$ cat config.mk
export PLATFORM = sky130hd
export DESIGN_NAME = scancode_set1_key_decoder_flat
export DESIGN_NICKNAME = d
export VERILOG_FILES = /design/src/sc1kd_pkg.sv /design/src/sc1kd_in_if.sv /design/src/sc1kd_out_if.sv /design/src/sc1kd_front.sv /design/src/sc1kd_back.sv /design/src/scancode_set1_key_decoder.sv /design/src/flat_wrapper.sv
export VERILOG_INCLUDE_DIRS = /design/src /design/src/src
export SDC_FILE = /design/constraint.sdc
export NUM_CORES = 1
export LEC_CHECK = 0
export BUFFER_PORTS_ARGS = -buffer_cell sky130_fd_sc_hd__buf_2
export CORE_MARGIN = 2
export CORE_UTILIZATION = 40
export DETAILED_ROUTE_END_ITERATION = 6
export GPL_ROUTABILITY_DRIVEN = 0
export SKIP_LAST_GASP = 1
export SLEW_MARGIN = 40
export SYNTH_ARGS = -nofsm -noshare
export SYNTH_HDL_FRONTEND = slang
export SYNTH_SLANG_ARGS = --single-unit
export TNS_END_PERCENT = 20
$ cat constraint.sdc
create_clock -name clk -period 5.25 [get_ports clk]
set_input_delay 0.7875 -clock clk [delete_from_list [all_inputs] [get_ports clk]]
set_output_delay 0.7875 -clock clk [all_outputs]
set_load 0.02 [all_outputs]
$ cat src/scancode_set1_key_decoder_assert.svh
// assertion macros for the scan code set 1 key decoder
`ifndef SCANCODE_SET1_KEY_DECODER_ASSERT_SVH
`define SCANCODE_SET1_KEY_DECODER_ASSERT_SVH

// same-cycle implication, disabled in reset
`define SC1KD_ASSERT_NOW(label, ante, cons) \
  label: assert property (@(posedge clk) disable iff (rst) (ante) |-> (cons)) \
    else $error("sc1kd assertion failed");

// next-cycle implication, disabled in reset
`define SC1KD_ASSERT_NEXT(label, ante, cons) \
  label: assert property (@(posedge clk) disable iff (rst) (ante) |=> (cons)) \
    else $error("sc1kd assertion failed");

`endif

$ cat src/sc1kd_pkg.sv
// package with types, constants and the character table of the key decoder
package sc1kd_pkg;

  localparam int KEY_COUNT   = 128;
  localparam int QUEUE_DEPTH = 2;

  localparam logic [6:0] SC_CTRL   = 7'h1d;
  localparam logic [6:0] SC_LSHIFT = 7'h2a;
  localparam logic [6:0] SC_RSHIFT = 7'h36;
  localparam logic [6:0] SC_ALT    = 7'h38;
  localparam logic [6:0] SC_CAPS   = 7'h3a;
  localparam logic [6:0] SC_NUM    = 7'h45;
  localparam logic [6:0] SC_SCROLL = 7'h46;

  localparam logic [6:0] CHAR_NONE    = 7'h00;
  localparam logic [6:0] CHAR_LOWER_A = 7'h61;
  localparam logic [6:0] CHAR_LOWER_Z = 7'h7a;
  localparam logic [6:0] CASE_OFFSET  = 7'h20;

  typedef struct packed {
    logic       brk;
    logic [6:0] code;
  } cmd_t;

  typedef struct packed {
    logic valid;
    cmd_t cmd;
  } queue_head_t;

  function automatic logic [6:0] char_of(input logic [6:0] key);
    logic [6:0] ch;
    case (key)
      7'd0:  ch = 7'h20;
      7'd2:  ch = 7'h31;
      7'd3:  ch = 7'h32;
      7'd4:  ch = 7'h33;
      7'd5:  ch = 7'h34;
      7'd6:  ch = 7'h35;
      7'd7:  ch = 7'h36;
      7'd8:  ch = 7'h37;
      7'd9:  ch = 7'h38;
      7'd10: ch = 7'h39;
      7'd11: ch = 7'h30;
      7'd12: ch = 7'h2d;
      7'd13: ch = 7'h3d;
      7'd16: ch = 7'h71;
      7'd17: ch = 7'h77;
      7'd18: ch = 7'h65;
      7'd19: ch = 7'h72;
      7'd20: ch = 7'h74;
      7'd21: ch = 7'h79;
      7'd22: ch = 7'h75;
      7'd23: ch = 7'h69;
      7'd24: ch = 7'h6f;
      7'd25: ch = 7'h70;
      7'd26: ch = 7'h5b;
      7'd27: ch = 7'h5d;
      7'd30: ch = 7'h61;
      7'd31: ch = 7'h73;
      7'd32: ch = 7'h64;
      7'd33: ch = 7'h66;
      7'd34: ch = 7'h67;
      7'd35: ch = 7'h68;
      7'd36: ch = 7'h6a;
      7'd37: ch = 7'h6b;
      7'd38: ch = 7'h6c;
      7'd39: ch = 7'h3b;
      7'd40: ch = 7'h27;
      7'd41: ch = 7'h60;
      7'd43: ch = 7'h5c;
      7'd44: ch = 7'h7a;
      7'd45: ch = 7'h78;
      7'd46: ch = 7'h63;
      7'd47: ch = 7'h76;
      7'd48: ch = 7'h62;
      7'd49: ch = 7'h6e;
      7'd50: ch = 7'h6d;
      7'd51: ch = 7'h2c;
      7'd52: ch = 7'h2e;
      7'd53: ch = 7'h2f;
      7'd55: ch = 7'h2a;
      7'd57: ch = 7'h20;
      7'd73: ch = 7'h37;
      7'd74: ch = 7'h38;
      7'd75: ch = 7'h39;
      7'd76: ch = 7'h34;
      7'd77: ch = 7'h35;
      7'd78: ch = 7'h36;
      7'd79: ch = 7'h31;
      7'd80: ch = 7'h32;
      7'd81: ch = 7'h33;
      7'd82: ch = 7'h30;
      7'd83: ch = 7'h2e;
      7'd84: ch = 7'h20;
      7'd85: ch = 7'h20;
      7'd86: ch = 7'h20;
      7'd89: ch = 7'h20;
      7'd90: ch = 7'h20;
      7'd91: ch = 7'h20;
      7'd92: ch = 7'h20;
      default: ch = CHAR_NONE;
    endcase
    return ch;
  endfunction

endpackage

$ cat src/sc1kd_in_if.sv
// input channel carrying raw scan code bytes
interface sc1kd_in_if;
  logic       valid;
  logic       ready;
  logic [7:0] raw_code;

  modport source(output valid, output raw_code, input ready);
  modport sink(input valid, input raw_code, output ready);
endinterface

$ cat src/sc1kd_out_if.sv
// output channel carrying decoded key results
interface sc1kd_out_if;
  logic       valid;
  logic       ready;
  logic [6:0] key_code;
  logic       key_down;
  logic [6:0] ascii_char;
  logic       ctrl_down;
  logic       shift_down;
  logic       alt_down;
  logic       caps_key_down;
  logic       num_key_down;
  logic       scroll_key_down;

  modport source(
    output valid, output key_code, output key_down, output ascii_char,
    output ctrl_down, output shift_down, output alt_down,
    output caps_key_down, output num_key_down, output scroll_key_down,
    input ready
  );
  modport sink(
    input valid, input key_code, input key_down, input ascii_char,
    input ctrl_down, input shift_down, input alt_down,
    input caps_key_down, input num_key_down, input scroll_key_down,
    output ready
  );
endinterface

$ cat src/sc1kd_front.sv
// front end: accepts scan code bytes, splits make/break and queues them
module sc1kd_front #(
  parameter int QUEUE_DEPTH = sc1kd_pkg::QUEUE_DEPTH
) (
  input  logic                   clk,
  input  logic                   rst,
  sc1kd_in_if.sink               codes,
  output sc1kd_pkg::queue_head_t head,
  input  logic                   pop
);
  import sc1kd_pkg::*;

  localparam int PTR_W = (QUEUE_DEPTH > 1) ? $clog2(QUEUE_DEPTH) : 1;
  localparam int CNT_W = $clog2(QUEUE_DEPTH + 1);

  cmd_t             slots [QUEUE_DEPTH];
  logic [PTR_W-1:0] wr_ptr;
  logic [PTR_W-1:0] rd_ptr;
  logic [CNT_W-1:0] count;
  logic             push;
  logic             do_pop;
  cmd_t             cmd_in;

  assign cmd_in.brk  = codes.raw_code[7];
  assign cmd_in.code = codes.raw_code[6:0];

  assign codes.ready = (count != CNT_W'(QUEUE_DEPTH));
  assign push        = codes.valid && codes.ready;
  assign do_pop      = pop && (count != '0);

  assign head.valid = (count != '0);
  assign head.cmd   = slots[rd_ptr];

  always_ff @(posedge clk) begin
    if (push) begin
      slots[wr_ptr] <= cmd_in;
    end
  end

  always_ff @(posedge clk) begin
    if (rst) begin
      wr_ptr <= '0;
      rd_ptr <= '0;
      count  <= '0;
    end else begin
      if (push) begin
        wr_ptr <= (wr_ptr == PTR_W'(QUEUE_DEPTH - 1)) ? '0 : wr_ptr + 1'b1;
      end
      if (do_pop) begin
        rd_ptr <= (rd_ptr == PTR_W'(QUEUE_DEPTH - 1)) ? '0 : rd_ptr + 1'b1;
      end
      case ({push, do_pop})
        2'b10:   count <= count + 1'b1;
        2'b01:   count <= count - 1'b1;
        default: count <= count;
      endcase
    end
  end

endmodule

$ cat src/sc1kd_back.sv
// back end: updates the key down map and registers one result per item
module sc1kd_back (
  input  logic                   clk,
  input  logic                   rst,
  input  sc1kd_pkg::queue_head_t head,
  output logic                   pop,
  sc1kd_out_if.source            keys
);
  import sc1kd_pkg::*;

  logic [KEY_COUNT-1:0] key_down_map;
  logic [KEY_COUNT-1:0] key_down_map_next;
  logic [6:0]           key;
  logic [6:0]           ch_raw;
  logic [6:0]           ch;
  logic                 shift;
  logic                 valid;
  logic                 map_shift;

  assign pop = head.valid && (!valid || keys.ready);

  always_comb begin
    key_down_map_next = key_down_map;
    if (pop) begin
      key_down_map_next[head.cmd.code] = !head.cmd.brk;
    end
    key    = head.cmd.brk ? 7'd0 : head.cmd.code;
    shift  = key_down_map_next[SC_LSHIFT] | key_down_map_next[SC_RSHIFT];
    ch_raw = char_of(key);
    if (shift && ch_raw >= CHAR_LOWER_A && ch_raw <= CHAR_LOWER_Z) begin
      ch = ch_raw - CASE_OFFSET;
    end else begin
      ch = ch_raw;
    end
  end

  always_ff @(posedge clk) begin
    if (rst) begin
      key_down_map <= '0;
      valid        <= 1'b0;
    end else begin
      key_down_map <= key_down_map_next;
      if (pop) begin
        valid <= 1'b1;
      end else if (keys.ready) begin
        valid <= 1'b0;
      end
    end
  end

  always_ff @(posedge clk) begin
    if (pop) begin
      keys.key_code        <= key;
      keys.key_down        <= key_down_map_next[key];
      keys.ascii_char      <= ch;
      keys.ctrl_down       <= key_down_map_next[SC_CTRL];
      keys.shift_down      <= shift;
      keys.alt_down        <= key_down_map_next[SC_ALT];
      keys.caps_key_down   <= key_down_map_next[SC_CAPS];
      keys.num_key_down    <= key_down_map_next[SC_NUM];
      keys.scroll_key_down <= key_down_map_next[SC_SCROLL];
    end
  end

  assign keys.valid = valid;

  assign map_shift = key_down_map[SC_LSHIFT] | key_down_map[SC_RSHIFT];

`include "scancode_set1_key_decoder_assert.svh"

  `SC1KD_ASSERT_NEXT(a_make_sets_map, pop && !head.cmd.brk, key_down_map[$past(head.cmd.code)])
  `SC1KD_ASSERT_NEXT(a_break_clears_map, pop && head.cmd.brk, !key_down_map[$past(head.cmd.code)])
  `SC1KD_ASSERT_NEXT(a_break_reports_zero, pop && head.cmd.brk, keys.key_code == 7'd0)
  `SC1KD_ASSERT_NOW(a_shift_matches_map, valid, keys.shift_down == map_shift)

endmodule

$ cat src/scancode_set1_key_decoder.sv
// top level of the scan code set 1 key decoder
//
// codes: one raw scan code set 1 byte per item; bit 7 marks a key release,
//   bits 6..0 name the key
// keys: one result per accepted byte: key code (zero on a release), its down
//   bit, the ascii character and the modifier down flags
// path: an accepted byte is written to a queue slot, then decoded into the result
//   register
// throughput: one byte per cycle while keys.ready stays high, set by the key map update in the
//   back end, which forwards its own write to the result lookup
// a small queue between front and back absorbs short stalls on either side
// when the receiver stalls, the result register holds, the queue fills and
//   codes.ready drops once all queue slots are taken
// reset clears the key map (all keys up), the queue and the result valid
module scancode_set1_key_decoder #(
  parameter int QUEUE_DEPTH = sc1kd_pkg::QUEUE_DEPTH
) (
  input  logic        clk,
  input  logic        rst,
  sc1kd_in_if.sink    codes,
  sc1kd_out_if.source keys
);
  import sc1kd_pkg::*;

  queue_head_t head;
  logic        pop;

  sc1kd_front #(
    .QUEUE_DEPTH(QUEUE_DEPTH)
  ) u_front (
    .clk  (clk),
    .rst  (rst),
    .codes(codes),
    .head (head),
    .pop  (pop)
  );

  sc1kd_back u_back (
    .clk (clk),
    .rst (rst),
    .head(head),
    .pop (pop),
    .keys(keys)
  );

endmodule
$ cat src/flat_wrapper.sv
// flat-port wrapper written by rule: the top's interface ports become plain ports
module scancode_set1_key_decoder_flat import sc1kd_pkg::*;
#(
  parameter int QUEUE_DEPTH = sc1kd_pkg::QUEUE_DEPTH
)
  (clk, rst, codes_valid, codes_raw_code, codes_ready, keys_valid, keys_key_code, keys_key_down, keys_ascii_char, keys_ctrl_down, keys_shift_down, keys_alt_down, keys_caps_key_down, keys_num_key_down, keys_scroll_key_down, keys_ready);
  sc1kd_in_if codes_i ();
  sc1kd_out_if keys_i ();
  input  logic clk;
  input  logic rst;
  input wire logic [$bits(codes_i.valid)-1:0] codes_valid;
  input wire logic [$bits(codes_i.raw_code)-1:0] codes_raw_code;
  output wire logic [$bits(codes_i.ready)-1:0] codes_ready;
  output wire logic [$bits(keys_i.valid)-1:0] keys_valid;
  output wire logic [$bits(keys_i.key_code)-1:0] keys_key_code;
  output wire logic [$bits(keys_i.key_down)-1:0] keys_key_down;
  output wire logic [$bits(keys_i.ascii_char)-1:0] keys_ascii_char;
  output wire logic [$bits(keys_i.ctrl_down)-1:0] keys_ctrl_down;
  output wire logic [$bits(keys_i.shift_down)-1:0] keys_shift_down;
  output wire logic [$bits(keys_i.alt_down)-1:0] keys_alt_down;
  output wire logic [$bits(keys_i.caps_key_down)-1:0] keys_caps_key_down;
  output wire logic [$bits(keys_i.num_key_down)-1:0] keys_num_key_down;
  output wire logic [$bits(keys_i.scroll_key_down)-1:0] keys_scroll_key_down;
  input wire logic [$bits(keys_i.ready)-1:0] keys_ready;
  assign codes_i.valid = codes_valid;
  assign codes_i.raw_code = codes_raw_code;
  assign codes_ready = codes_i.ready;
  assign keys_valid = keys_i.valid;
  assign keys_key_code = keys_i.key_code;
  assign keys_key_down = keys_i.key_down;
  assign keys_ascii_char = keys_i.ascii_char;
  assign keys_ctrl_down = keys_i.ctrl_down;
  assign keys_shift_down = keys_i.shift_down;
  assign keys_alt_down = keys_i.alt_down;
  assign keys_caps_key_down = keys_i.caps_key_down;
  assign keys_num_key_down = keys_i.num_key_down;
  assign keys_scroll_key_down = keys_i.scroll_key_down;
  assign keys_i.ready = keys_ready;
  scancode_set1_key_decoder #(.QUEUE_DEPTH(QUEUE_DEPTH)) u_core (.clk(clk), .rst(rst), .codes(codes_i), .keys(keys_i));
endmodule
==> flow_summary.toml, run 1 <==
[status]
result_of_the_run = "finished clean"

[yosys]
synthFlopType = "dfxtp_1"
ys_seq_area_share_pct = 38.4
netlist-cell-type-count = 103
synth_area_leaders = "dfxtp_1 27%, edfxtp_1 11%, mux2i_1 9.8%, nor2_1 8.1%, nand2_1 3.1%"
post_synth_most_frequent_cells = "214 x nor2_1, 134 x dfxtp_1, 97 x mux2i_1"
post_synth_edffs = 37
synthesis.nets = 1158
synth_area_um2 = 9870
async_reset_ff_share_pct = 0
yosys.area.top_type_share_pct = 27.2
postSynthCellCount = 1139
synth_area_per_cell_um2 = 8.67
synth-warning-count = 0
synth.most_common_cell = "nor2_1"
synth.ff_latch_count = 171
library_cell_with_the_largest_summed_area_after_synthesis = "dfxtp_1"

[die]
initial_utilization_pct = 40.7
io_pins = 35
fp.dieArea_um2 = 26000
dieHeight_um = 161
fp-row-count = 57
core_area_um2 = 24200
die-width_um = 161

[sta]
worst_margin_pin_slew_ps = 890
period_share_pct = 81.5
timing.setup.tns_ps = 0
post-route-min-period_ps = 4280
slew-limit-headroom_pct = 40.6
timing.final.max_slew_violations = 0
fin_worst_skew_ps = 13.9
maxClockFrequency_mhz = 234
report.final.setup_viol = 0
hold_viol = 0
grt_setup_unrepaired = "false"

[clock_tree]
cts_root_buf = "clkbuf_16"
post-cts-setup-buffers = 0
cts.clk_slew.worst_paths_ps = 70
cts.path.max_buffers = 2
cts_resized = 0
tritoncts = "built"
worst_skew_pair.late_latency_ps = 440
tritoncts_num_sinks = 171
total_number_of_h_tree_levels = 4
cts_hold_repair.buffers = 0
cts-buffers-inserted = 17

[worst_setup_path]
critPathLaunchType = "flip-flop"
worst-endpoint-required_ps = 5440
cp_peak_stage_delay_ps = 610
cp_num_buf_inv = 1
crit_arrival_ps = 4470
end_kind = "flip-flop"
worstSetupPathType = "reg2reg"
kind_of_cell_adding_the_most_delay_to_the_critical_path = "simple AND/OR/NAND/NOR gates"
worst_path_max_delay_cell = "dfxtp_2"
maximum_fanout_along_the_worst_path = 38
path_cells = "buf_4 -> nor3b_2 -> nor2_1 -> ha_1 -> nand3_1 -> mux2_2 -> o311ai_1 -> o21ai_0 -> ha_1 -> nand3_1 -> o221a_2 -> mux2_4"

[pwr]
share_seq_of_total_power_pct = 30.9
sw_frac_of_total_pct = 44.5
internal-power_mw = 2.86
part_of_the_total_power_dissipated_in_combinational_logic_pct = 43.9
netSwitchingPower_mw = 2.29
power.density_cell_area_nw_per_um2 = 472
reported_leakage_power_nw = 3.91
clkPwrFrac_pct = 25.2
vdd_drop_max_uv = 255
power_mw = 5.15

[final_layout]
fillerInstances = 2379
antenna_cells_inserted = 0
final_nets = 1140
area_delta_synth_final_pct = 10.5
drive_above_1_share_pct = 15.0

[drt]
detail_route.iter0.violations = 999
via_count = 8966
drt_drc_violations_left = 0
vias_per_cell = 6.15
antenna_left = 0
drt_wl_total_um = 31100
first_pass_iters = 5
drt-wirelength-per-cell_um = 21.3

[global_route]
global_route_wire_length_before_repair_um = 48100
grt_antenna_before_repair = 1
first_global_vias = 8275
grt_overflow_total = 0
global_route.usage.total_pct = 23.7
pin_count_of_the_biggest_net_entering_global_routing = 95

[job]
maxCapViolCount = 0

[placed_design]
hpwl_um = 20000
placement.io_buffers = 34

[min_path]
hp-class = "reg2reg"
==> power by group through the flow <==
stage	combinational, mW	sequential [mW]	clock (mW)
2_1_floorplan	1.49	1.65	0
3_3_place_gp	2.16	1.62	0
3_5_place_dp	2.18	1.62	0
4_1_cts	2.19	1.59	1.31
5_1_grt	2.40	1.61	1.37
6_report	2.26	1.59	1.30
==> placed cells by master (no fill, tap or decap), types with 8 or more instances in the layout <==
master,n
buf_2,34
mux2i_1,95
o21ai_1,8
o22ai_1,24
nand2_1,81
a21oi_1,57
nand3_1,22
buf_4,23
o21ai_0,54
nor2_1,213
inv_1,10
and3b_1,9
a211oi_1,8
nor3_1,23
dfxtp_1,133
o211ai_1,10
clkbuf_16,17
or3_1,14
edfxtp_1,37
nor2b_1,9
o31ai_1,20
o221ai_1,10
a221oi_1,15
==> flip-flops by register name, summed over array words and instances (netlist names), 2 cells and up, named ones only <==
register / cells
u_core.u_back.key_down_map: 128
u_core.u_back.keys.ascii_char: 7
u_core.u_front.slots: 16
u_core.u_back.keys.key_code: 7
u_core.u_front.count: 2
==> routing by layer <==
layer / vias up / track usage (%) / share of wire [%]
met5: - / 0 / 0
met4: 0 / 11.1 / 4.2
met3: 95 / 4.52 / 7.2
met2: 409 / 37.5 / 45
met1: 4341 / 31.5 / 43
li1: 4121 / - / -
==> metrics by stage <==
| step | setup slack [ps] | cells | hold WS [ps] | util (%) | area (um^2) |
|---|---|---|---|---|---|
| 2_1_floorplan | 1500 | 1139 | 433 | - | 9870 |
| 3_3_place_gp | 1150 | 1423 | 442 | 41.9 | 10200 |
| 3_5_place_dp | 1020 | 1425 | 445 | 42.4 | 10300 |
| 4_1_cts | 994 | 1457 | 455 | 44.8 | 10900 |
| 5_1_grt | 653 | 1458 | 469 | 45.0 | 10900 |
| 6_report | 970 | 1458 | 459 | 45.0 | 10900 |
==> tightest hold or removal path, delay by kind of cell (launching register included) <==
family / cells / cell delay, ps
flip-flops: 1 / 310
AO/OA/AOI/OAI: 1 / 60
AND/OR/NAND/NOR: 1 / 50
==> area by class of cell <==
class / instances / area [um^2] / area share [%]
repair buffers: 61 / 397 / 3.64
multi-input cells: 855 / 5660 / 51.8
clock buffers: 17 / 425 / 3.90
clock inverters: 15 / 173 / 1.58
well taps: 324 / 405 / 3.72
flip-flops and latches: 171 / 3790 / 34.8
inverters: 15 / 57.6 / 0.528
==> final timing paths <==
kind | startpoint | endpoint | slack (ps) | depth (start not counted)
setup / recovery | flip-flop | u_core.u_back.keys.ascii_char[6] | 970 | 12
hold / removal | u_core.u_back.key_down_map[124] | u_core.u_back.key_down_map[124] | 460 | 2
setup reg to reg | flip-flop | u_core.u_back.keys.ascii_char[6] | 970 | 12
hold reg to reg | u_core.u_back.key_down_map[124] | u_core.u_back.key_down_map[124] | 460 | 2
==> logic make-up (layout without fill, tap and decap cells) <==
logic type               count (synthesis)  count (layout)  synth area share, %
AND/OR/NAND/NOR                        429             429                 20.9
AO/OA/AOI/OAI                          302             302                 22.1
flip-flops                             171             171                 38.4
buffers and inverters                  113             108                 5.53
multiplexers                           109             109                 11.4
XOR/XNOR                                 8               8                0.710
adder cells (fa/ha/maj)                  7               7                0.887
Power figures use the tool's default switching activity.
==> run 2, diff against run 1 <==
==> constraint.sdc (replaced) <==
create_clock -name clk -period 3.8 [get_ports clk]
set_input_delay 0.57 -clock clk [delete_from_list [all_inputs] [get_ports clk]]
set_output_delay 0.57 -clock clk [all_outputs]
set_load 0.02 [all_outputs]
==> flow_summary.toml, run 2 (synthesis gave the netlist of run 1 again) <==
[worst_setup_path]
cp_peak_stage_delay_ps = 530
crit_arrival_ps = 3700
critPathLaunchType = "flip-flop"
worst_path_max_delay_cell = "o31ai_1"
end_kind = "flip-flop"
maximum_fanout_along_the_worst_path = 65
worst-endpoint-required_ps = 3980
worstSetupPathType = "reg2reg"
path_cells = "buf_12 -> and3b_1 -> nor2_1 -> ha_1 -> inv_1 -> o21ai_0 -> o21ai_1 -> a221oi_1 -> o31ai_1 -> nand2b_1 -> a21oi_1 -> o221a_2 -> mux2_4"

[clock_tree]
cts_root_buf = "clkbuf_16"
total_number_of_h_tree_levels = 4
cts_resized = 0
cts-buffers-inserted = 17
tritoncts_num_sinks = 171
post-cts-setup-buffers = 0
cts_hold_repair.buffers = 0
cts.path.max_buffers = 2
worst_skew_pair.late_latency_ps = 440
cts.clk_slew.worst_paths_ps = 80
tritoncts = "built"

[pwr]
vdd_drop_max_uv = 350
reported_leakage_power_nw = 4.03
power.density_cell_area_nw_per_um2 = 642

[sta]
worst_margin_pin_slew_ps = 775
period_share_pct = 92.5
post-route-min-period_ps = 3520
slew-limit-headroom_pct = 48.3
timing.final.max_slew_violations = 0
post-route-worst-setup-slack_ps = 285
hold_viol = 0
report.final.setup_viol = 0
grt_setup_unrepaired = "false"
maxClockFrequency_mhz = 284
timing.setup.tns_ps = 0
fin_worst_skew_ps = 18.8

[final_layout]
antenna_cells_inserted = 0
drive_above_1_share_pct = 16.6
mostFrequentLayoutCell = "nor2_1"
mostFrequentLayoutCells = "213 x nor2_1, 133 x dfxtp_1, 96 x mux2i_1"
non_filler_instance_count_after_layout = 1486
regMostFlops = "u_core.u_back.key_down_map"
max_ffs_per_register = 128
area_delta_synth_final_pct = 11.8
design_area_um2 = 11000
largestRegisters = "u_core.u_back.key_down_map: 128 flops, u_core.u_front.slots: 16 flops"
final_nets = 1168

[min_path]
hp-class = "in2reg"
hold_path_startpoint = "codes_raw_code[4]"

[global_route]
grt_antenna_before_repair = 0
global_route_wire_length_before_repair_um = 49000
grt_overflow_total = 0
first_global_vias = 8421
pin_count_of_the_biggest_net_entering_global_routing = 88
global_route.usage.total_pct = 24.1

[drt]
detail_route.iter0.violations = 1006
drt-wirelength-per-cell_um = 20.9
drt_drc_violations_left = 0
via_count = 8907
drt_wl_total_um = 31100
vias_per_cell = 5.99
first_pass_iters = 6
antenna_left = 0

[placed_design]
placement.cell_area_um2 = 10500
pre_cts_ws_ps = 345
hpwl_um = 20200
placement.io_buffers = 34
placedCellCount = 1454

[status]
result_of_the_run = "finished clean"

[die]
core_area_um2 = 24200
fp-row-count = 57
fp.dieArea_um2 = 26000
io_pins = 35
dieHeight_um = 161
die-width_um = 161
initial_utilization_pct = 40.7

[job]
maxCapViolCount = 0
==> run 2: power by group <==
part | switching (mW) | internal [mW] | leakage (nW) | total [mW]
clock network | 0.777 | 0.922 | 0.268 | 1.70
logic | 2.21 | 1.02 | 2.33 | 3.23
registers | 0.0918 | 2.06 | 1.43 | 2.16
==> run 2: per-layer routing <==
layer,wire (um),global-route usage (%),up-vias
met5,0,0,-
met4,844,8.24,0
met3,2360,4.06,73
met2,14100,38.2,386
met1,13700,33.5,4272
li1,-,-,4176
==> run 2: per-stage QoR <==
stage / power [mW] / util [%] / hold WS, ps
6_report: 7.08 / 45.5 / 316
5_1_grt: 7.41 / 45.5 / 315
4_1_cts: 7.03 / 45.4 / 308
3_5_place_dp: 5.34 / 43.1 / 448
3_3_place_gp: 5.33 / 43.0 / 441
2_1_floorplan: 4.35 / - / 433
==> run 2: area by class of cell <==
| cell class | instances | area [um^2] |
|---|---|---|
| fill | 2376 | 13200 |
| multi-input combinational | 855 | 5590 |
| sequential | 171 | 3790 |
| timing repair buffer | 89 | 627 |
| clock buffer | 18 | 439 |
| tap | 324 | 405 |
| clock inverter | 14 | 118 |
| inverter | 15 | 57.6 |
==> run 2: worst max-delay path: cells and delay by family, from the launching register on <==
kind	cells	cell delay, ps
flops	1	360
buf+inv	2	470
fa+ha+maj	1	260
mux	1	300
compound gates	6	1230
simple gates	3	620
==> run 2: worst paths after layout <==
path,to,slack (ps),depth (start not counted)
worst max-delay path,u_core.u_back.keys.ascii_char[6],280,13
worst min-delay path,u_core.u_front.slots[0][4],320,1
worst max register to register,u_core.u_back.keys.ascii_char[6],280,13
worst min register to register,u_core.u_back.key_down_map[124],460,2
==> run 3, diff against run 2 <==
--- a/config.mk
+++ b/config.mk
@@ -6,6 +6,7 @@
 export SDC_FILE = /design/constraint.sdc
 export NUM_CORES = 1
 export LEC_CHECK = 0
+export ABC_AREA = 1
 export BUFFER_PORTS_ARGS = -buffer_cell sky130_fd_sc_hd__buf_2
 export CORE_MARGIN = 2
 export CORE_UTILIZATION = 40
@@ -16,4 +17,4 @@
 export SYNTH_ARGS = -nofsm -noshare
 export SYNTH_HDL_FRONTEND = slang
 export SYNTH_SLANG_ARGS = --single-unit
-export TNS_END_PERCENT = 20
+export TNS_END_PERCENT = 5
==> flow_summary.toml, run 3 <==
[final_layout]
largestRegisters = "u_core.u_back.key_down_map: 128 flops, u_core.u_front.slots: 16 flops"
mostFrequentLayoutCells = "495 x nand2_1, 252 x nor2_1, 185 x nand3_1"
max_ffs_per_register = 128
drive_above_1_share_pct = 10.9
regMostFlops = "u_core.u_back.key_down_map"
fillerInstances = 2648
antenna_cells_inserted = 0
mostFrequentLayoutCell = "nand2_1"
area_delta_synth_final_pct = 10.5
final_nets = 1583

[placed_design]
placement.io_buffers = 34
hpwl_um = 20700

[min_path]
hp-class = "in2reg"
hold_path_startpoint = "codes_raw_code[0]"
hold_depth = 1
holdPathEnd = "u_core.u_front.slots[1][0]"

[yosys]
postSynthCellCount = 1559
synth.most_common_cell = "nand2_1"
synth_area_leaders = "dfxtp_1 27%, nand2_1 18%, edfxtp_1 11%, nor2_1 9.4%, nand3_1 9.2%"
synth.ff_latch_count = 171
async_reset_ff_share_pct = 0
synth-warning-count = 0
netlist-cell-type-count = 36
library_cell_with_the_largest_summed_area_after_synthesis = "dfxtp_1"
ys_seq_area_share_pct = 37.6
post_synth_most_frequent_cells = "495 x nand2_1, 253 x nor2_1, 185 x nand3_1"
synthFlopType = "dfxtp_1"
synthesis.nets = 1578
synth_area_per_cell_um2 = 6.47
post_synth_edffs = 37
synth_area_um2 = 10100
yosys.area.top_type_share_pct = 26.6

[pwr]
sw_frac_of_total_pct = 48.8
share_seq_of_total_power_pct = 26.5
netSwitchingPower_mw = 4.00
part_of_the_total_power_dissipated_in_combinational_logic_pct = 51.7
clkPwrFrac_pct = 21.8
internal-power_mw = 4.19
vdd_drop_max_uv = 443
power_mw = 8.18
reported_leakage_power_nw = 4.92
power.density_cell_area_nw_per_um2 = 733

[clock_tree]
cts.path.max_buffers = 2
tritoncts_num_sinks = 171
cts-buffers-inserted = 17
total_number_of_h_tree_levels = 4
tritoncts = "built"
cts.clk_slew.worst_paths_ps = 70
post-cts-setup-buffers = 0
cts_resized = 0
cts_root_buf = "clkbuf_16"
cts_hold_repair.buffers = 0
worst_skew_pair.late_latency_ps = 450

[drt]
antenna_left = 0
vias_per_cell = 5.26
drt-wirelength-per-cell_um = 16.8
detail_route.iter0.violations = 910
drt_drc_violations_left = 0
via_count = 10030
drt_wl_total_um = 32100
first_pass_iters = 7

[die]
die-width_um = 163
io_pins = 35
core_area_um2 = 25000
dieHeight_um = 163
fp.dieArea_um2 = 26500
initial_utilization_pct = 40.4
fp-row-count = 58

[sta]
timing.final.max_slew_violations = 0
timing.setup.tns_ps = 0
worst_margin_pin_slew_ps = 783
period_share_pct = 86.0
post-route-min-period_ps = 3270
fin_worst_skew_ps = 7.84
report.final.setup_viol = 0
slew-limit-headroom_pct = 47.6
hold_viol = 0
maxClockFrequency_mhz = 306
grt_setup_unrepaired = "false"

[worst_setup_path]
critical_path.reg2reg.endpoint = "u_core.u_back.keys.ascii_char[6]"
crit_arrival_ps = 3460
maximum_fanout_along_the_worst_path = 23
cp_peak_stage_delay_ps = 580
path_cells = "inv_2 -> nand2_1 -> nand2_4 -> nor2_4 -> nand2_1 -> nand2_1 -> nand2_1 -> o21ai_0 -> nand2_1 -> nand3_1 -> nand2_1 -> ha_1 -> nand2_1 -> nor2_1 -> nand3_1 -> nand2_1 -> o21bai_1 -> nand2_1"
worst-endpoint-required_ps = 3990
reg2regPathDepth = 18
end_kind = "flip-flop"
worst_path_max_delay_cell = "dfxtp_1"
cpMostUsedCell = "nand2_1"
r2r_setup_slack_ps = 530
critPathLaunchType = "flip-flop"
worstSetupPathType = "reg2reg"

[global_route]
pin_count_of_the_biggest_net_entering_global_routing = 93
grt_overflow_total = 0
global_route_wire_length_before_repair_um = 50900
first_global_vias = 9229
grt_antenna_before_repair = 0
global_route.usage.total_pct = 24.6

[status]
result_of_the_run = "finished clean"

[job]
maxCapViolCount = 0
## run 3: cell count changes after synthesis, moves of 30 or more
cell     delta
nand2_1   +414
nand3_1   +163
inv_1     +106
mux2i_1    -97
nor2_1     +39
o22ai_1    -30
## run 3: worst max-delay path: cells and delay by family, from the launching register on
kind | cells | cell delay, ps
AOI/OAI and AO/OA | 2 | 230
adders and majority gates | 1 | 230
buffers and inverters | 1 | 220
DFF | 1 | 580
and+or+nand+nor | 14 | 1720
## run 3: logic make-up (layout without fill, tap and decap cells)
logic type	Yosys count	count (layout)	share of synthesized area [%]
AOI/OAI and AO/OA	137	137	8.12
xor gates and xnor gates	1	1	0.0868
adders and majority gates	7	7	0.868
buffers and inverters	214	232	9.09
DFF	171	171	37.6
and+or+nand+nor	1029	1029	44.3
## run 3: cell type report
class | count | area [um^2] | area share, %
clock inverters | 12 | 136 | 1.22
repair buffers | 68 | 478 | 4.28
multi-input cells | 1174 | 5400 | 48.4
clock buffers | 20 | 447 | 4.00
inverters | 132 | 495 | 4.44
flip-flops and latches | 171 | 3790 | 34.0
well taps | 330 | 413 | 3.70
## run 3: power by group through the flow
stage	sequential, mW	clock (mW)	combinational (mW)
detailed placement	2.21	0	4.15
global route	2.19	1.87	4.63
floorplan	2.33	0	2.80
global placement	2.21	0	4.14
CTS	2.17	1.80	4.17
finish	2.17	1.78	4.23
## run 3: how the worst max path moves through the flow
stage          slack, ps                               end  startpoint  depth (start not counted)
2_1_floorplan        660  u_core.u_back.keys.ascii_char[5]   flip-flop                         21
3_3_place_gp         630  u_core.u_back.keys.ascii_char[5]   flip-flop                         18
3_5_place_dp         600  u_core.u_back.keys.ascii_char[6]   flip-flop                         18
4_1_cts              580  u_core.u_back.keys.ascii_char[6]   flip-flop                         18
5_1_grt              130       u_core.u_back.keys.key_down   flip-flop                         17
6_report             530  u_core.u_back.keys.ascii_char[6]   flip-flop                         18
## run 3: through the flow
step	hold WS [ps]	worst slack, ps	instances	cell area (um^2)	utilization [%]
detailed placement	453	599	1875	10600	42.4
finish	313	532	1907	11200	44.7
floorplan	440	661	1559	10100	-
global placement	452	628	1875	10600	42.4
global route	311	133	1907	11200	44.7
CTS	308	582	1907	11200	44.7
## run 3: routing by layer
layer  share of wire [%]  up-vias  GRT usage (%)
li1                    -     4976              -
met1                  44     4573           32.5
met2                  46      415           40.1
met3                 7.1       66           4.10
met4                 2.9        0           10.0
met5                   0        -              0
